## src/sv/jioc_pkg.sv

```systemverilog
// Shared constants, types and codes for the joint integral offset controller.
// Used by jioc_divider and joint_integral_offset_controller_unit; depends on nothing.
package jioc_pkg;

  localparam int HISTORY_DEPTH       = 8;
  localparam int RESET_WINDOW_CYCLES = 25;

  localparam int HIST_AW = (HISTORY_DEPTH > 1) ? $clog2(HISTORY_DEPTH) : 1;
  localparam int FILL_W  = $clog2(HISTORY_DEPTH + 1);
  localparam int SUM_W   = 17 + $clog2(HISTORY_DEPTH);
  localparam int DIV_CW  = $clog2(SUM_W + 1);
  localparam int ERR_W   = 17;

  typedef enum logic [2:0] {
    CFG_WALK_GAIN_NEG  = 3'd0,
    CFG_WALK_GAIN_POS  = 3'd1,
    CFG_STAND_GAIN_NEG = 3'd2,
    CFG_STAND_GAIN_POS = 3'd3,
    CFG_UNWIND_GAIN    = 3'd4,
    CFG_INTEGRAL_LIMIT = 3'd5,
    CFG_RESET_STEP     = 3'd6,
    CFG_IS_LEG_JOINT   = 3'd7
  } cfg_index_t;

  typedef enum logic [3:0] {
    ST_IDLE,
    ST_SUM,
    ST_DIV,
    ST_GATE,
    ST_UNW_MUL,
    ST_UNW,
    ST_GAIN_MUL,
    ST_INT,
    ST_DONE
  } state_t;

  typedef struct packed {
    logic              start;
    logic [SUM_W-1:0]  dividend;
    logic [FILL_W-1:0] divisor;
  } div_req_t;

  typedef struct packed {
    logic             done;
    logic [SUM_W-1:0] quotient;
  } div_rsp_t;

endpackage

```

## src/sv/jioc_ram.sv

```systemverilog
// Generic single-write, single-read RAM with a registered read port.
// Standalone; no package dependency.
module jioc_ram #(
  parameter int WIDTH = 8,
  parameter int DEPTH = 8
) (
  input  logic                                   clk,
  input  logic                                   we,
  input  logic [((DEPTH > 1) ? $clog2(DEPTH) : 1)-1:0] waddr,
  input  logic [WIDTH-1:0]                       wdata,
  input  logic [((DEPTH > 1) ? $clog2(DEPTH) : 1)-1:0] raddr,
  output logic [WIDTH-1:0]                       rdata
);

  logic [WIDTH-1:0] mem [DEPTH];

  always_ff @(posedge clk) begin
    if (we) begin
      mem[waddr] <= wdata;
    end
    rdata <= mem[raddr];
  end

endmodule

```

## src/sv/jioc_divider.sv

```systemverilog
// Restoring bit-serial divider for the error history average, one quotient bit per cycle.
// Depends on jioc_pkg for widths and the request and response structs.
module jioc_divider (
  input  logic                clk,
  input  logic                rst,
  input  jioc_pkg::div_req_t  req,
  output jioc_pkg::div_rsp_t  rsp
);

  logic                          busy;
  logic                          done;
  logic [jioc_pkg::DIV_CW-1:0]   cnt;
  logic [jioc_pkg::FILL_W-1:0]   rem;
  logic [jioc_pkg::FILL_W-1:0]   dvs;
  logic [jioc_pkg::SUM_W-1:0]    quo;
  logic [jioc_pkg::FILL_W:0]     shifted;
  logic [jioc_pkg::FILL_W:0]     diff;
  logic                          fits;

  assign shifted = {rem, quo[jioc_pkg::SUM_W-1]};
  assign diff    = shifted - {1'b0, dvs};
  assign fits    = !diff[jioc_pkg::FILL_W];

  always_ff @(posedge clk) begin
    if (rst) begin
      busy <= 1'b0;
      done <= 1'b0;
    end else begin
      done <= 1'b0;
      if (req.start) begin
        busy <= 1'b1;
        cnt  <= jioc_pkg::DIV_CW'(jioc_pkg::SUM_W);
        rem  <= '0;
        dvs  <= req.divisor;
        quo  <= req.dividend;
      end else if (busy) begin
        rem <= fits ? diff[jioc_pkg::FILL_W-1:0] : shifted[jioc_pkg::FILL_W-1:0];
        quo <= {quo[jioc_pkg::SUM_W-2:0], fits};
        cnt <= cnt - 1'b1;
        if (cnt == jioc_pkg::DIV_CW'(1)) begin
          busy <= 1'b0;
          done <= 1'b1;
        end
      end
    end
  end

  assign rsp.done     = done;
  assign rsp.quotient = quo;

  a_rem_below_divisor: assert property (@(posedge clk) disable iff (rst)
    busy |-> rem < dvs)
    else $error("Partial remainder reached the divisor.");

  a_start_busy: assert property (@(posedge clk) disable iff (rst)
    req.start |=> busy)
    else $error("Divider did not start.");

  a_done_after_busy: assert property (@(posedge clk) disable iff (rst)
    done |-> !busy && $past(busy))
    else $error("Divider finished without running.");

endmodule

```

## src/sv/joint_integral_offset_controller_unit.sv

```systemverilog
// One input beat is taken only while the unit is idle and yields one result beat of the
// updated integral offset. A disabled joint skips from acceptance straight to the done state.
// Otherwise the history is summed one entry a cycle, a nonempty history is averaged by a
// bit-serial divider, and one shared multiplier then serves the unwind and gain products
// in turn, each only where the gate steps call for it.
// A finished result waits in the output register while the next beat is accepted.
// Configuration writes are always ready; write them only while the unit is idle.
// Depends on jioc_pkg, jioc_ram and jioc_divider.
module joint_integral_offset_controller_unit (
  input  logic               clk,
  input  logic               rst,
  input  logic               in_valid,
  output logic               in_stall,
  input  logic               phase_started,
  input  logic               left_phase,
  input  logic               walking,
  input  logic               is_support_knee,
  input  logic               joint_disabled,
  input  logic signed [15:0] target_angle,
  input  logic signed [15:0] measured_angle,
  output logic               out_valid,
  input  logic               out_stall,
  output logic signed [15:0] offset_angle,
  input  logic               cfg_valid,
  output logic               cfg_ready,
  input  logic [2:0]         cfg_index,
  input  logic [15:0]        cfg_data
);

  jioc_pkg::state_t state;
  jioc_pkg::state_t state_next;

  logic signed [15:0] walk_gain_neg;
  logic signed [15:0] walk_gain_pos;
  logic signed [15:0] stand_gain_neg;
  logic signed [15:0] stand_gain_pos;
  logic [14:0]        unwind_gain;
  logic [14:0]        integral_limit;
  logic [14:0]        reset_step;
  logic               is_leg_joint;

  logic signed [15:0]            integral;
  logic                          reset_pending;
  logic                          latched_walking;
  logic                          latched_left;
  logic [15:0]                   cycles_since_switch;
  logic [jioc_pkg::FILL_W-1:0]   history_fill;
  logic [jioc_pkg::HIST_AW-1:0]  history_head;

  logic signed [16:0]               err;
  logic signed [15:0]               factor;
  logic signed [17:0]               err_change;
  logic signed [jioc_pkg::SUM_W-1:0] sum;
  logic [jioc_pkg::FILL_W-1:0]      rd_idx;
  logic                             rd_pend;
  logic signed [35:0]               prod;
  logic                             add_term;

  logic                   in_fire;
  logic                   out_free;
  logic                   phase_switch;
  logic                   walk_acc;
  logic signed [16:0]     err_in;
  logic signed [15:0]     factor_in;

  logic                              rd_issue;
  logic                              sum_done;
  logic [16:0]                       ram_rdata;
  logic signed [jioc_pkg::SUM_W-1:0] rdata_ext;
  logic                              sum_neg;
  logic [jioc_pkg::SUM_W-1:0]        sum_mag;
  logic signed [16:0]                q_pos;
  logic signed [16:0]                avg;
  logic signed [17:0]                err18;
  logic signed [17:0]                avg18;
  jioc_pkg::div_req_t                div_req;
  jioc_pkg::div_rsp_t                div_rsp;

  logic                   f_pos;
  logic                   f_zero;
  logic                   oz_pre;
  logic                   window_open;
  logic                   rp_gate;
  logic                   unw_gate;
  logic                   reset_prev;
  logic signed [16:0]     i17;
  logic signed [16:0]     rs17;
  logic signed [16:0]     c17;
  logic signed [15:0]     integ1;
  logic                   oz_post;
  logic                   cond2;

  logic signed [18:0]     mul_a;
  logic signed [16:0]     mul_b;
  logic signed [35:0]     prod_round;
  logic signed [21:0]     u22;
  logic signed [21:0]     i22;
  logic signed [21:0]     c22;
  logic signed [15:0]     integ2;
  logic                   gcond;

  logic signed [17:0]     t18;
  logic signed [17:0]     s18;
  logic signed [17:0]     lim18;
  logic signed [15:0]     integ3;

  assign cfg_ready = 1'b1;
  assign in_stall  = (state != jioc_pkg::ST_IDLE);
  assign in_fire   = in_valid && !in_stall;
  assign out_free  = !out_valid || !out_stall;

  assign phase_switch = (latched_walking && (latched_left != left_phase)) ||
                        (!latched_walking && walking);
  assign walk_acc  = phase_started ? walking : latched_walking;
  assign err_in    = $signed({target_angle[15], target_angle}) -
                     $signed({measured_angle[15], measured_angle});
  assign factor_in = walk_acc ? (err_in[16] ? walk_gain_neg : walk_gain_pos)
                              : (err_in[16] ? stand_gain_neg : stand_gain_pos);

  assign rd_issue  = rd_idx < history_fill;
  assign sum_done  = !rd_issue && !rd_pend;
  assign rdata_ext = jioc_pkg::SUM_W'($signed(ram_rdata));
  assign sum_neg   = sum[jioc_pkg::SUM_W-1];
  assign sum_mag   = sum_neg ? (~sum + 1'b1) : sum;
  assign q_pos     = $signed({1'b0, div_rsp.quotient[15:0]});
  assign avg       = sum_neg ? -q_pos : q_pos;
  assign err18     = $signed({err[16], err});
  assign avg18     = $signed({avg[16], avg});

  assign div_req.start    = (state == jioc_pkg::ST_SUM) && sum_done && (history_fill != '0);
  assign div_req.dividend = sum_mag;
  assign div_req.divisor  = history_fill;

  jioc_ram #(
    .WIDTH(jioc_pkg::ERR_W),
    .DEPTH(jioc_pkg::HISTORY_DEPTH)
  ) u_history (
    .clk   (clk),
    .we    (state == jioc_pkg::ST_GATE),
    .waddr (history_head),
    .wdata (err),
    .raddr (rd_idx[jioc_pkg::HIST_AW-1:0]),
    .rdata (ram_rdata)
  );

  jioc_divider u_divider (
    .clk (clk),
    .rst (rst),
    .req (div_req),
    .rsp (div_rsp)
  );

  assign f_pos       = !factor[15] && (factor != '0);
  assign f_zero      = (factor == '0);
  assign oz_pre      = (err == '0) || (integral == '0) || (err[16] != integral[15]);
  assign window_open = cycles_since_switch < 16'(jioc_pkg::RESET_WINDOW_CYCLES);
  assign rp_gate     = reset_pending && window_open && (integral != '0) && oz_pre && f_pos;
  assign unw_gate    = (unwind_gain != '0) && (err_change != '0) && (integral != '0) &&
                       (err_change[17] != integral[15]);
  assign reset_prev  = (rp_gate && is_leg_joint) || f_zero;
  assign i17         = $signed({integral[15], integral});
  assign rs17        = $signed({2'b00, reset_step});
  assign c17         = (i17 > rs17) ? rs17 : ((i17 < -rs17) ? -rs17 : i17);
  assign integ1      = reset_prev ? 16'(i17 - c17) : integral;
  assign oz_post     = (err == '0) || (integ1 == '0) || (err[16] != integ1[15]);
  assign cond2       = !reset_prev || (oz_post && f_pos);

  assign mul_a = (state == jioc_pkg::ST_UNW_MUL) ? -$signed({err_change[17], err_change})
                                                 : $signed({{2{err[16]}}, err});
  assign mul_b = (state == jioc_pkg::ST_UNW_MUL) ? $signed({2'b00, unwind_gain})
                                                 : $signed({factor[15], factor});

  assign prod_round = (prod + 36'sd8192) >>> 14;
  assign u22        = prod_round[21:0];
  assign i22        = 22'(integral);
  assign c22        = (u22 >= 22'sd0)
                      ? ((i22 < 22'sd0) ? 22'sd0 : ((i22 > u22) ? u22 : i22))
                      : ((i22 > 22'sd0) ? 22'sd0 : ((i22 < u22) ? u22 : i22));
  assign integ2     = 16'(i22 - c22);
  assign gcond      = (err != '0) && (integ2 != '0) && (err[16] != integ2[15]);

  assign t18    = !add_term ? 18'sd0
                : (prod_round > 36'sd32767) ? 18'sd32767
                : (prod_round < -36'sd32768) ? -18'sd32768
                : 18'(prod_round);
  assign s18    = 18'(integral) + t18;
  assign lim18  = $signed({3'b000, integral_limit});
  assign integ3 = (s18 > lim18) ? 16'(lim18) : ((s18 < -lim18) ? 16'(-lim18) : 16'(s18));

  always_ff @(posedge clk) begin
    if (rst) begin
      state <= jioc_pkg::ST_IDLE;
    end else begin
      state <= state_next;
    end
  end

  always_comb begin
    state_next = state;
    case (state)
      jioc_pkg::ST_IDLE: begin
        if (in_fire) begin
          state_next = joint_disabled ? jioc_pkg::ST_DONE : jioc_pkg::ST_SUM;
        end
      end
      jioc_pkg::ST_SUM: begin
        if (sum_done) begin
          state_next = (history_fill == '0) ? jioc_pkg::ST_GATE : jioc_pkg::ST_DIV;
        end
      end
      jioc_pkg::ST_DIV: begin
        if (div_rsp.done) begin
          state_next = jioc_pkg::ST_GATE;
        end
      end
      jioc_pkg::ST_GATE: begin
        if (!cond2) begin
          state_next = jioc_pkg::ST_DONE;
        end else if (unw_gate) begin
          state_next = jioc_pkg::ST_UNW_MUL;
        end else begin
          state_next = jioc_pkg::ST_GAIN_MUL;
        end
      end
      jioc_pkg::ST_UNW_MUL: state_next = jioc_pkg::ST_UNW;
      jioc_pkg::ST_UNW: begin
        state_next = gcond ? jioc_pkg::ST_GAIN_MUL : jioc_pkg::ST_INT;
      end
      jioc_pkg::ST_GAIN_MUL: state_next = jioc_pkg::ST_INT;
      jioc_pkg::ST_INT: state_next = jioc_pkg::ST_DONE;
      jioc_pkg::ST_DONE: begin
        if (out_free) begin
          state_next = jioc_pkg::ST_IDLE;
        end
      end
      default: state_next = jioc_pkg::ST_IDLE;
    endcase
  end

  always_ff @(posedge clk) begin
    if (rst) begin
      walk_gain_neg       <= '0;
      walk_gain_pos       <= '0;
      stand_gain_neg      <= '0;
      stand_gain_pos      <= '0;
      unwind_gain         <= '0;
      integral_limit      <= '0;
      reset_step          <= '0;
      is_leg_joint        <= 1'b0;
      integral            <= '0;
      reset_pending       <= 1'b0;
      latched_walking     <= 1'b0;
      latched_left        <= 1'b0;
      cycles_since_switch <= 16'hFFFF;
      history_fill        <= '0;
      history_head        <= '0;
      out_valid           <= 1'b0;
      rd_pend             <= 1'b0;
      rd_idx              <= '0;
    end else begin
      if (cfg_valid && cfg_ready) begin
        case (cfg_index)
          jioc_pkg::CFG_WALK_GAIN_NEG:  walk_gain_neg  <= cfg_data;
          jioc_pkg::CFG_WALK_GAIN_POS:  walk_gain_pos  <= cfg_data;
          jioc_pkg::CFG_STAND_GAIN_NEG: stand_gain_neg <= cfg_data;
          jioc_pkg::CFG_STAND_GAIN_POS: stand_gain_pos <= cfg_data;
          jioc_pkg::CFG_UNWIND_GAIN:    unwind_gain    <= cfg_data[14:0];
          jioc_pkg::CFG_INTEGRAL_LIMIT: integral_limit <= cfg_data[14:0];
          jioc_pkg::CFG_RESET_STEP:     reset_step     <= cfg_data[14:0];
          jioc_pkg::CFG_IS_LEG_JOINT:   is_leg_joint   <= cfg_data[0];
          default: ;
        endcase
      end

      if ((state == jioc_pkg::ST_DONE) && out_free) begin
        out_valid <= 1'b1;
      end else if (out_valid && !out_stall) begin
        out_valid <= 1'b0;
      end

      case (state)
        jioc_pkg::ST_IDLE: begin
          if (in_fire) begin
            if (phase_started) begin
              cycles_since_switch <= '0;
              if (phase_switch) begin
                reset_pending <= !is_support_knee;
              end
              latched_walking <= walking;
              latched_left    <= left_phase;
            end else if (cycles_since_switch != 16'hFFFF) begin
              cycles_since_switch <= cycles_since_switch + 1'b1;
            end
            if (joint_disabled) begin
              integral <= '0;
            end
            err     <= err_in;
            factor  <= factor_in;
            sum     <= '0;
            rd_idx  <= '0;
            rd_pend <= 1'b0;
          end
        end
        jioc_pkg::ST_SUM: begin
          rd_idx  <= rd_idx + jioc_pkg::FILL_W'(rd_issue);
          rd_pend <= rd_issue;
          if (rd_pend) begin
            sum <= sum + rdata_ext;
          end
          if (sum_done) begin
            err_change <= err18;
          end
        end
        jioc_pkg::ST_DIV: begin
          if (div_rsp.done) begin
            err_change <= err18 - avg18;
          end
        end
        jioc_pkg::ST_GATE: begin
          reset_pending <= rp_gate;
          integral      <= integ1;
          history_head  <= (history_head == jioc_pkg::HIST_AW'(jioc_pkg::HISTORY_DEPTH - 1))
                           ? '0 : history_head + 1'b1;
          if (history_fill < jioc_pkg::FILL_W'(jioc_pkg::HISTORY_DEPTH)) begin
            history_fill <= history_fill + 1'b1;
          end
        end
        jioc_pkg::ST_UNW_MUL: begin
          prod <= mul_a * mul_b;
        end
        jioc_pkg::ST_UNW: begin
          integral <= integ2;
          add_term <= 1'b0;
        end
        jioc_pkg::ST_GAIN_MUL: begin
          prod     <= mul_a * mul_b;
          add_term <= 1'b1;
        end
        jioc_pkg::ST_INT: begin
          integral <= integ3;
        end
        jioc_pkg::ST_DONE: begin
          if (out_free) begin
            offset_angle <= integral;
          end
        end
        default: ;
      endcase
    end
  end

  a_busy_after_accept: assert property (@(posedge clk) disable iff (rst)
    in_fire |=> state != jioc_pkg::ST_IDLE)
    else $error("Unit returned to idle right after accepting a beat.");

  a_fill_bounded: assert property (@(posedge clk) disable iff (rst)
    history_fill <= jioc_pkg::FILL_W'(jioc_pkg::HISTORY_DEPTH))
    else $error("History fill count exceeded the history depth.");

  a_head_tracks_fill: assert property (@(posedge clk) disable iff (rst)
    (history_fill < jioc_pkg::FILL_W'(jioc_pkg::HISTORY_DEPTH)) |->
      (history_head == history_fill[jioc_pkg::HIST_AW-1:0]))
    else $error("History write pointer out of step with the fill count.");

  a_div_done_in_div: assert property (@(posedge clk) disable iff (rst)
    div_rsp.done |-> state == jioc_pkg::ST_DIV)
    else $error("Average arrived outside the averaging step.");

endmodule
```

## config.mk

```make
export PLATFORM = sky130hd
export DESIGN_NAME = joint_integral_offset_controller_unit
export DESIGN_NICKNAME = d
export VERILOG_FILES = /design/src/sv/jioc_pkg.sv /design/src/sv/jioc_ram.sv /design/src/sv/jioc_divider.sv /design/src/sv/joint_integral_offset_controller_unit.sv
export SDC_FILE = /design/constraint.sdc
export NUM_CORES = 2
export LEC_CHECK = 0
export BUFFER_PORTS_ARGS = -buffer_cell sky130_fd_sc_hd__buf_4
export CAP_MARGIN = 20
export CORE_AREA = 5 5 243 422
export CTS_CLUSTER_SIZE = 28
export DETAILED_ROUTE_END_ITERATION = 10
export DIE_AREA = 0 0 248 427
export PLACE_DENSITY = 0.55
export SLEW_MARGIN = 20
export SYNTH_ARGS = -nofsm -noshare
export SYNTH_HDL_FRONTEND = slang
export SYNTH_SLANG_ARGS = --single-unit
```

## constraint.sdc

```tcl
create_clock -name clk -period 12.6 [get_ports clk]
set_input_delay 2.52 -clock clk [delete_from_list [all_inputs] [get_ports clk]]
set_output_delay 2.52 -clock clk [all_outputs]
set_load 0.02 [all_outputs]
```

==> flow_summary.toml <==
[run]
maxCapViolCount = 0

[logic_synthesis]
ys_ff_latch = 461
synthAdderAreaFrac_pct = 26.3
synth_compound_area_share_pct = 11.6
synth_area_um2 = 39000
avgSynthCellArea_um2 = 9.46
synthArstFlopShare_pct = 0
synthSimpleGateAreaFrac_pct = 15.7
synth-xor-area-share_pct = 4.80
yosys_warnings = 0
synthFlopType = "edfxtp_1"
synth_top_family_by_area = "adder cells"
synth_cell_type_count = 98
yosysSeqAreaShare_pct = 30.9
synth_edf_count = 280
synthMuxAreaShare_pct = 4.59
synth_nets = 4803
synthCells = 4122

[cts]
cts_hold_buffers = 0
clock-sinks = 461
cts_root_buf = "clkbuf_16"
cts_resized = 0
cts_max_path_buffers = 3
insertion_delay_ns = 0.62
cts_tree = "done"
cts.clk_slew.worst_paths_ns = 0.08
htree_levels = 2
numCtsBuffers = 45
post_cts_buffers = 0

[worst_setup_path]
rrSetupSlack_ns = 3.69
cpMostUsedCell = "fa_1"
critPathMaxStageDelay_ns = 0.68
cp_max_fo = 9
critPathLaunchType = "register"
path_class = "register to register"
required_ns = 12.97
crit_slowest_cell = "fa_1"
arrival_ns = 9.28
end_kind = "register"

[floorplan]
num_rows = 153
die_w_um = 248
floorplan.initialDensity_pct = 39.4
die-area_um2 = 106000
core-area_um2 = 99000
die_y_um = 427
pin_count = 80

[final_layout]
most-common-layout-cells = "nand2_1 (609), inv_1 (470), fa_1 (332), nor2_1 (323), ha_1 (288)"
final_nets = 4853
drive_above_1_share_pct = 7.77
layout_commonest_cell = "nand2_1"
synthToLayoutAreaGrowth_pct = 9.71
nFillCells = 9712

[routing]
dr.pass1.iters = 6
wl_mm = 117
vias = 30000
drt_iter0_drc = 1798
drtAntennaViolNets = 0
avgRoutedWirePerCell_um = 21.2
vias_per_cell = 5.43
drcViolationCount = 0

[placement]
io_buffers = 78
dp_hpwl_mm = 90.8
place.gp.congestion = 0.919

[sta]
period_needed_ns = 8.91
setup_viol = 0
skew_ns = 0.0263
slew_violations = 0
setup_tns_ns = 0
max-slew-margin-rel_pct = 31.5
post-route-period-util_pct = 70.7
fmax_ghz = 0.112
worstMarginPinSlew_ns = 1.03
hold_viol = 0
rsz0062_at_grt = "false"

[grt]
antenna_found_initial = 5
grt_pass1_wl_mm = 180
grt_usage_pct = 22.1
first_global_vias = 31300
gr-total-overflow = 0
grt_max_degree = 94

[run_status]
status = "completed"

[hold_path]
hp-class = "register to register"
==> cell usage after synthesis (30+ instances only) <==
cell type / instances / share of area [%]
edfxtp_1: 280 / 22
ha_1: 288 / 9.2
nand2_1: 609 / 5.9
dfxtp_1: 181 / 9.3
mux2i_1: 75 / 1.9
o21ai_0: 135 / 1.7
nand4_1: 34 / 0.55
xor2_1: 97 / 2.2
inv_1: 470 / 4.5
clkbuf_1: 128 / 1.2
a21oi_1: 268 / 3.4
xnor2_1: 115 / 2.6
nor2_1: 328 / 3.2
nor3_1: 56 / 0.72
nand3_1: 67 / 0.86
mux4_2: 34 / 2.0
nor2b_1: 30 / 0.48
nor4_1: 33 / 0.53
a21o_1: 46 / 0.89
nand2b_1: 52 / 0.83
fa_1: 332 / 17
==> layout make-up <==
cell class | count | area, um^2 | area share, %
tap | 1317 | 1650 | 3.85
clock inverter | 22 | 231 | 0.541
timing repair buffer | 152 | 1140 | 2.68
antenna | 1 | 2.50 | 0.00585
multi-input combinational | 3042 | 24700 | 57.7
clock buffer | 61 | 1270 | 2.96
sequential | 461 | 12000 | 28.1
inverter | 470 | 1760 | 4.12
==> final timing paths <==
| path | from | endpoint | cells after the start |
|---|---|---|---|
| max | err_change[0] | prod[34] | 29 |
| min | walk_gain_neg[14] | walk_gain_neg[14] | 2 |
| max reg2reg | err_change[0] | prod[34] | 29 |
| min reg2reg | walk_gain_neg[14] | walk_gain_neg[14] | 2 |
==> state kept, by name (all words and copies together), names as in the netlist, 16 cells and up <==
| signal | flops |
|---|---|
| stand_gain_pos | 16 |
| offset_angle | 16 |
| sum | 20 |
| err_change | 18 |
| stand_gain_neg | 16 |
| u_divider.quo | 20 |
| integral | 16 |
| walk_gain_neg | 16 |
| u_history.rdata | 17 |
| cycles_since_switch | 16 |
| u_history.mem | 136 |
| err | 17 |
| prod | 23 |
| walk_gain_pos | 16 |
| factor | 16 |
==> worst max-delay path, delay by kind of cell (launching register included) <==
kind,cells,cell delay (ns)
xor+xnor,1,0.08
buf+inv,3,0.38
simple gates,9,2.18
fa+ha+maj,8,3.85
flops,1,0.43
compound gates,8,1.76
==> metrics by stage <==
| stage | instances | utilization [%] | hold slack [ns] | instance area (um^2) | setup WS [ns] |
|---|---|---|---|---|---|
| after CTS | 5524 | 43.2 | 0.455 | 42800 | 3.67 |
| final | 5526 | 43.2 | 0.455 | 42800 | 3.69 |
| after global placement | 5441 | 41.7 | 0.441 | 41300 | 3.83 |
| after global routing | 5525 | 43.2 | 0.467 | 42800 | 2.93 |
| after detailed placement | 5441 | 41.7 | 0.446 | 41300 | 3.68 |
| after floorplan | 4122 | - | 0.436 | 39000 | 4.66 |
==> routing by layer <==
layer | vias to the layer above | global-route usage, % | wire length, um | part of all wire, %
li1 | 14100 | - | - | -
met1 | 14700 | 24.1 | 42600 | 36
met2 | 808 | 40.9 | 60700 | 52
met3 | 345 | 2.04 | 4790 | 4.1
met4 | 2 | 13.4 | 8820 | 7.5
met5 | - | 0 | 13 | 0.011
==> kinds of logic after synthesis <==
group                      after synthesis
xor gates and xnor gates               213
buffers and inverters                  619
other                                    1
muxes                                  132
adders and majority gates              620
and+or+nand+nor                       1358
DFF                                    461
AOI/OAI and AO/OA                      718
Power is not shown: default switching activity piles up to over one toggle a cycle in this logic, so the estimate is an artifact.
